==> src/hw/rtl/qte_pkg.sv <==
// ----------------------------------------------------------------------------
// Quaternion to Euler angles: package
// Widths, constants, sideband type and the CORDIC angle table.
// ----------------------------------------------------------------------------
package qte_pkg;

  localparam int CORDIC_STEPS_DEF = 16;
  localparam int MAX_STEPS        = 24;

  localparam int QW    = 16;  // quaternion component
  localparam int PRW   = 32;  // 16x16 product
  localparam int SW    = 34;  // product sums, Q30
  localparam int RADW  = 33;  // clamped radicand, Q30
  localparam int ROOTW = 32;  // square root, Q30
  localparam int CW    = 37;  // CORDIC x/y datapath
  localparam int AW    = 36;  // CORDIC angle, Q30 radians
  localparam int RW    = 16;  // roll/yaw output
  localparam int PW    = 15;  // pitch output

  localparam int LN        = 3;
  localparam int LANE_ROLL = 0;
  localparam int LANE_YAW  = 1;
  localparam int LANE_PIT  = 2;

  localparam int ROLL_LIM  = 25736;
  localparam int PITCH_LIM = 12868;

  localparam logic signed [SW-1:0] Q30_ONE = 34'sd1073741824;
  localparam logic signed [AW-1:0] HALF_PI = 36'sd1686629713;

  typedef struct packed {
    logic signed [SW-1:0] sr;
    logic signed [SW-1:0] cr;
    logic signed [SW-1:0] sy;
    logic signed [SW-1:0] cy;
    logic                 clamp;
  } side_t;

  // atan(2^-i) in Q30, truncated
  function automatic logic [29:0] atan_entry(input int unsigned idx);
    logic [29:0] e;
    case (idx)
      0: e = 30'd843314856;
      1: e = 30'd497837829;
      2: e = 30'd263043836;
      3: e = 30'd133525158;
      4: e = 30'd67021686;
      5: e = 30'd33543515;
      6: e = 30'd16775850;
      7: e = 30'd8388437;
      8: e = 30'd4194282;
      9: e = 30'd2097149;
      default: e = 30'((32'd1 << (30 - idx)) - 32'd1);
    endcase
    return e;
  endfunction

endpackage

==> src/hw/rtl/qte_back.sv <==
// ----------------------------------------------------------------------------
// Quaternion to Euler angles: output stage
// Pitch rescale, rounding to Q3.13 (pitch Q2.13), saturation, and the output register.
// ----------------------------------------------------------------------------
module qte_back (
  input  logic                             clk,
  input  logic                             rst_n,
  input  logic                             en,
  input  logic                             in_vld,
  input  logic                             clamp_in,
  input  logic signed [qte_pkg::AW-1:0]    ang [qte_pkg::LN],
  input  logic                             zero [qte_pkg::LN],
  output logic                             out_vld,
  output logic signed [qte_pkg::RW-1:0]    roll,
  output logic signed [qte_pkg::PW-1:0]    pitch,
  output logic signed [qte_pkg::RW-1:0]    yaw,
  output logic                             clamped
);

  localparam int AW = qte_pkg::AW;

  logic                         vld_r, clamp_r;
  logic signed [qte_pkg::RW-1:0] roll_r, yaw_r, roll_nxt, yaw_nxt;
  logic signed [qte_pkg::PW-1:0] pitch_r, pitch_nxt;
  logic signed [AW:0]            a_roll, a_yaw, a_pit;

  // round Q30 to Q13 toward the nearest, then saturate
  function automatic logic signed [AW:0] to_q13(input logic signed [AW:0] a, input int lim);
    logic signed [AW:0] r, lv;
    lv = (AW + 1)'(lim);
    r  = (a + (AW + 1)'(65536)) >>> 17;
    if (r > lv) r = lv;
    if (r < -lv) r = -lv;
    return r;
  endfunction

  always_comb begin
    a_roll = zero[qte_pkg::LANE_ROLL] ? '0 : (AW + 1)'(ang[qte_pkg::LANE_ROLL]);
    a_yaw  = zero[qte_pkg::LANE_YAW]  ? '0 : (AW + 1)'(ang[qte_pkg::LANE_YAW]);
    a_pit  = zero[qte_pkg::LANE_PIT]  ? '0 : (AW + 1)'(ang[qte_pkg::LANE_PIT]);
    a_pit  = (a_pit <<< 1) - (AW + 1)'(qte_pkg::HALF_PI);
    roll_nxt  = qte_pkg::RW'(to_q13(a_roll, qte_pkg::ROLL_LIM));
    yaw_nxt   = qte_pkg::RW'(to_q13(a_yaw, qte_pkg::ROLL_LIM));
    pitch_nxt = qte_pkg::PW'(to_q13(a_pit, qte_pkg::PITCH_LIM));
  end

  always_ff @(posedge clk) begin
    if (!rst_n) begin
      vld_r <= 1'b0;
    end else if (en) begin
      vld_r <= in_vld;
    end
  end

  always_ff @(posedge clk) begin
    if (en) begin
      roll_r  <= roll_nxt;
      yaw_r   <= yaw_nxt;
      pitch_r <= pitch_nxt;
      clamp_r <= clamp_in;
    end
  end

  assign out_vld = vld_r;
  assign roll    = roll_r;
  assign pitch   = pitch_r;
  assign yaw     = yaw_r;
  assign clamped = clamp_r;

endmodule

==> config.mk <==
export PLATFORM = sky130hd
export DESIGN_NAME = qte_back
export DESIGN_NICKNAME = d
export VERILOG_FILES = /design/src/hw/rtl/qte_pkg.sv /design/src/hw/rtl/qte_back.sv
export SDC_FILE = /design/constraint.sdc
export NUM_CORES = 1
export LEC_CHECK = 0
export ABC_AREA = 1
export BUFFER_PORTS_ARGS = -buffer_cell sky130_fd_sc_hd__buf_2
export CORE_MARGIN = 2
export CORE_UTILIZATION = 48
export DETAILED_ROUTE_END_ITERATION = 12
export HOLD_SLACK_MARGIN = 0.06
export PLACE_DENSITY = 0.79
export SLEW_MARGIN = 25
export SYNTH_ARGS = -nofsm -noshare
export SYNTH_HDL_FRONTEND = slang
export SYNTH_SLANG_ARGS = --single-unit
==> constraint.sdc <==
create_clock -name clk -period 8.4 [get_ports clk]
set_clock_uncertainty 0.2 [all_clocks]
set_input_delay 0.42 -clock clk [delete_from_list [all_inputs] [get_ports clk]]
set_output_delay 0.42 -clock clk [all_outputs]
set_load 0.01 [all_outputs]
# Yosys cells after proc, flatten, opt, wreduce, memory -nomap -nowiden
# Index checks and enable logic that the tools add are counted.
[word_totals]
reg_bits = 49
input_bits = 116
output_inout_bits = 49
[classes]
n_addsub = 4
n_lt_le_gt_ge = 6
muxes = 6
[op_table]
columns = ["cell", "count"]
rows = [
  ["$mux W37", 5],
  ["$add A37 B18 Y37 const B", 3],
  ["$lt A37 B16 Y1 const B", 2],
  ["$gt A20 B16 Y1 const B", 2],
  ["$lt A37 B15 Y1 const B", 1],
  ["$sub A37 B32 Y37 const B", 1],
  ["$mux W36", 1],
  ["$gt A20 B15 Y1 const B", 1],
]

# Depth between registers and ports, before layout
[logic_depth]
word_depth = 6
ltp_mapped = 28

# Least setup slack after synthesis
# No wires, ideal clock.
[synth_timing]
path_kind = "input to register"
from = "input zero[2] in the netlist's numbering"
to = "register roll_r (netlist bit roll[11]), data pin"
setup_ps = 263
arrival_time_ps = 2862
t_required_ps = 7937
slack_ps = 5075
cell_stages = 25
cell_sequence = "inv_2 > buf_2 > nand2_1 > inv_1 > ha_1 > nand2_1 > nor2_2 > nand3_1 > nor2_2 > nand2_1 > xnor2_2 > nand2_1 > inv_1 > nand2_1 > nand2_1 > nand3_1 > nand2_2 > inv_2 > or2_1 > nor2_1 > nand2_1 > nand2_1 > nand2_1 > nand2_4 > o21ai_0"
[synth_via]
elab_chain_len = 5
[synth_rtl]
columns = ["item", "line", "text"]
rows = [
  ["start: declaration", "qte_back.sv:12", "input logic zero [qte_pkg::LN],"],
  ["$mux W37 (*)", "qte_back.sv:38", "a_roll = zero[qte_pkg::LANE_ROLL] ? '0 : (AW + 1)'(ang[qte_pkg::LANE_ROLL]);"],
  ["$add A37 B18 Y37 (*)", "qte_back.sv:31", "r = (a + (AW + 1)'(65536)) >>> 17;"],
  ["$gt A20 B16 Y1", "qte_back.sv:32", "if (r > lv) r = lv;"],
  ["$mux W37 (*)", "qte_back.sv:32", ""],
  ["$lt A37 B16 Y1", "qte_back.sv:33", "if (r < -lv) r = -lv;"],
  ["end signal: assignment", "qte_back.sv:57", "roll_r <= roll_nxt;"],
  ["end: declaration", "qte_back.sv:23", "logic signed [qte_pkg::RW-1:0] roll_r, yaw_r, roll_nxt, yaw_nxt;"],
]
# Every way passes the cells marked *; elsewhere a longest branch is shown, timed or not.
# A chain may end at the register's enable or synchronous reset.

# Final worst setup path
[layout_timing]
from = "input zero[0] in the netlist's numbering"
to = "register pitch_r (netlist bit pitch[0]), data pin"
[layout_via]
elab_chain_len = 6
[layout_rtl]
columns = ["item", "line", "text"]
rows = [
  ["$mux W36 (*)", "qte_back.sv:40", "a_pit = zero[qte_pkg::LANE_PIT] ? '0 : (AW + 1)'(ang[qte_pkg::LANE_PIT]);"],
  ["$sub A37 B32 Y37 (*)", "qte_back.sv:41", "a_pit = (a_pit <<< 1) - (AW + 1)'(qte_pkg::HALF_PI);"],
  ["$add A37 B18 Y37 (*)", "qte_back.sv:31", ""],
  ["$gt A20 B15 Y1", "qte_back.sv:32", ""],
  ["$mux W37 (*)", "qte_back.sv:32", ""],
  ["$lt A37 B15 Y1", "qte_back.sv:33", ""],
  ["end signal: assignment", "qte_back.sv:59", "pitch_r <= pitch_nxt;"],
  ["end: declaration", "qte_back.sv:24", "logic signed [qte_pkg::PW-1:0] pitch_r, pitch_nxt;"],
]
# Marks and branches as above.

==> impl_metrics.yaml <==
flow_run:
  maxCapViolCount: 0
outcome:
  status: "complete, no violations"
timing:
  fin_setup_tns_ns: 0
  tightestPinTransition_ns: 0.647
  max_freq_ghz: 0.257
  rsz0062_at_grt: "no"
  drv_slew: 0
  slew-limit-headroom_pct: 56.8
  min_period_over_period_pct: 46.4
  hold_viol_final: 0
  setup_viol: 0
  fin_crit_ns: 3.89
power_and_ir_drop:
  clkPwrFrac_pct: 23.7
  switching_share_pct: 32.7
  sequentialPowerShare_pct: 44.1
  vdd_drop_max_mv: 0.110
  powerDensity_mw_per_mm2: 114
  comb_power_share_pct: 32.2
  p_switching_mw: 0.225
  leakagePower_nw: 3.07
  intPower_mw: 0.463
drt:
  vias: 5590
  dr.pass1.iters: 5
  initialDrtViolationCount: 264
  viasPerCell: 4.96
  route.antenna.remaining_nets: 0
  drc_errors: 0
  wl_um: 13000
  wl_per_cell_um: 11.5
yosys:
  synth_cell_types: 44
  synth_edf_count: 48
  synth_most_common_cell: "nand2_1"
  synthCells: 859
  ys_warn_count: 0
  syn_nets: 977
  yosys.area.top_type: "edfxtp_1"
  seq_area_frac_synth_pct: 28.3
  synth_commonest_cells: "nand2_1, nor2_1, inv_1"
  synthFlopType: "edfxtp_1"
  netlist.area_leader.share_pct: 27.9
  synthArstFlopShare_pct: 0
  yosys_register_bits: 49
  syn_area_per_cell_um2: 6.02
  synth_area_leaders: "edfxtp_1, nand2_1, nor2_1"
  synthesis.area_mm2: 0.00517
layout:
  nets: 1107
  nFillCells: 1062
  postLayoutCellArea_mm2: 0.00604
  seq_area_mm2: 0.00146
  finalNonFillerCells: 1126
  multiInputGateArea_mm2: 0.00315
  drive_gt1_share_pct: 19.2
  area_growth_pct: 16.8
  antennaDiodeCount: 0
setup_path:
  worst-path-max-fanout: 39
  required_ns: 8.25
  cp-start-kind: "input pin"
  cp_common_cell: "nand2_1"
  crit_path_cell_trace: "buf_2 > inv_2 > nand2_1 > nand2_1 > inv_1 > nand3_1 > nor2_1 > a21oi_2 > nand2_1 > a21oi_2 > nand3_1 > nor2_1 > nand2_1 > nand2_1 > nand3_2 > nand2_1 > nor2_2 > a21oi_4 > nand2_4 > nand2_1 > nor2_1"
  critPathMaxStageDelay_ns: 0.51
  crit_slowest_cell: "inv_2"
  end_kind: "flip-flop"
  critical_path_class: "in2reg"
  cp_data_arrival_time_ns: 3.75
floorplanning:
  dieArea_mm2: 0.0116
  io_pins: 165
  start_util_pct: 49.8
  die_h_um: 108
  die-width_um: 108
  coreArea_mm2: 0.0104
  num_rows: 37
placed_design:
  globalplace.congestion: 0.949
  placed_area_mm2: 0.00593
  io_buffers: 132
  placedCellCount: 1118
  hpwl_um: 10800
clock_tree:
  cts_tree: "done"
  cts_resized: 0
  clk_latency_ns: 0.29
  root_buffer: "clkbuf_8"
  numCtsBuffers: 5
  hold_buffers: 0
  cts_sinks: 49
  htreeDepth: 2
  cts_setup_buffers: 0
  clkTransAtPathRegs_ns: 0.08
  cts.path.max_buffers: 2
grt:
  antenna_found_initial: 0
  grt_pass1_vias: 5070
  grt_max_degree: 51
  grt_pass1_wl_um: 22000
  grt.overflow.total: 0
  grt_use_total_pct: 23.0
min_path:
  hold_class: "in2reg"
-- cell usage in the layout (no fill, tap or decap), drive strengths merged --
| master | count |
|---|---|
| nor3 | 20 |
| a21boi | 2 |
| nor2 | 171 |
| or2 | 3 |
| and2 | 1 |
| nand4 | 20 |
| edfxtp | 48 |
| inv | 129 |
| nand3b | 6 |
| nor3b | 1 |
| bufinv | 1 |
| o211ai | 1 |
| nand3 | 80 |
| a31oi | 1 |
| xnor2 | 8 |
| nand2 | 284 |
| buf | 132 |
| o21ai | 25 |
| dfxtp | 1 |
| o21bai | 2 |
| a21oi | 19 |
| or3 | 1 |
| ha | 2 |
| clkinv | 2 |
| clkbuf | 6 |
| a22oi | 3 |
| xor2 | 19 |
| nor4 | 2 |
-- worst max-delay path: cells and delay by family --
kind | cells | cell delay (ns)
AOI/OAI and AO/OA | 3 | 0.54
buffers and inverters | 3 | 0.80
and+or+nand+nor | 15 | 1.96
-- kinds of logic after synthesis --
logic type / after synthesis / synth area share, %
xor gates and xnor gates: 27 / 4.72
and+or+nand+nor: 589 / 49.5
AOI/OAI and AO/OA: 53 / 6.20
adders and majority gates: 2 / 0.484
DFF: 49 / 28.3
buffers and inverters: 139 / 10.8
-- routing by layer --
metal / global-route usage [%] / part of all wire, % / vias to the layer above
met5: 0 / 0 / -
met4: 7.51 / 2.3 / 0
met2: 40.3 / 47 / 171
met3: 2.00 / 5.9 / 22
li1: - / - / 2979
met1: 29.7 / 45 / 2418
-- area by class of cell --
cell class | count | area share (%)
clock buffers | 6 | 1.20
clock inverters | 2 | 0.580
inverters | 130 | 8.08
multi-input cells | 671 | 52.1
flip-flops and latches | 49 | 24.2
well taps | 136 | 2.82
repair buffers | 132 | 11.0
-- registers in the layout (all words and copies together), names as in the netlist --
name and cells:
clamped 1, out_vld 1, yaw 16, roll 16, pitch 15
-- power groups by stage --
stage                     Combinational, mW  Sequential (mW)  Clock (mW)
after floorplan                       0.127            0.325           0
after global placement                0.219            0.309           0
after detailed placement              0.221            0.309           0
after CTS                             0.222            0.304       0.167
after global routing                  0.253            0.306       0.176
final                                 0.222            0.303       0.163
-- metrics by stage --
stage / hold WS [ns] / power (mW) / util (%) / setup WS (ns)
finish: 0.108 / 0.688 / 58.2 / 4.51
global route: 0.0962 / 0.734 / 58.2 / 3.99
CTS: 0.103 / 0.692 / 58.2 / 4.52
detailed placement: 0.350 / 0.530 / 57.2 / 4.21
global placement: 0.325 / 0.527 / 57.2 / 4.26
floorplan: 0.313 / 0.451 / - / 5.07
-- path summary, 6_finish.rpt --
path | from | depth (start not counted) | slack [ns] | end
setup / recovery | zero[0] | 21 | 4.51 | pitch[0]$_SDFFCE_PP0P_
hold / removal | clamp_in | 1 | 0.11 | clamped$_DFFE_PP_
setup reg to reg | out_vld$_SDFFE_PN0P_ | 2 | 7.54 | out_vld$_SDFFE_PN0P_
hold reg to reg | out_vld$_SDFFE_PN0P_ | 2 | 0.36 | out_vld$_SDFFE_PN0P_
Note: power is estimated with default switching activity, not from simulation.
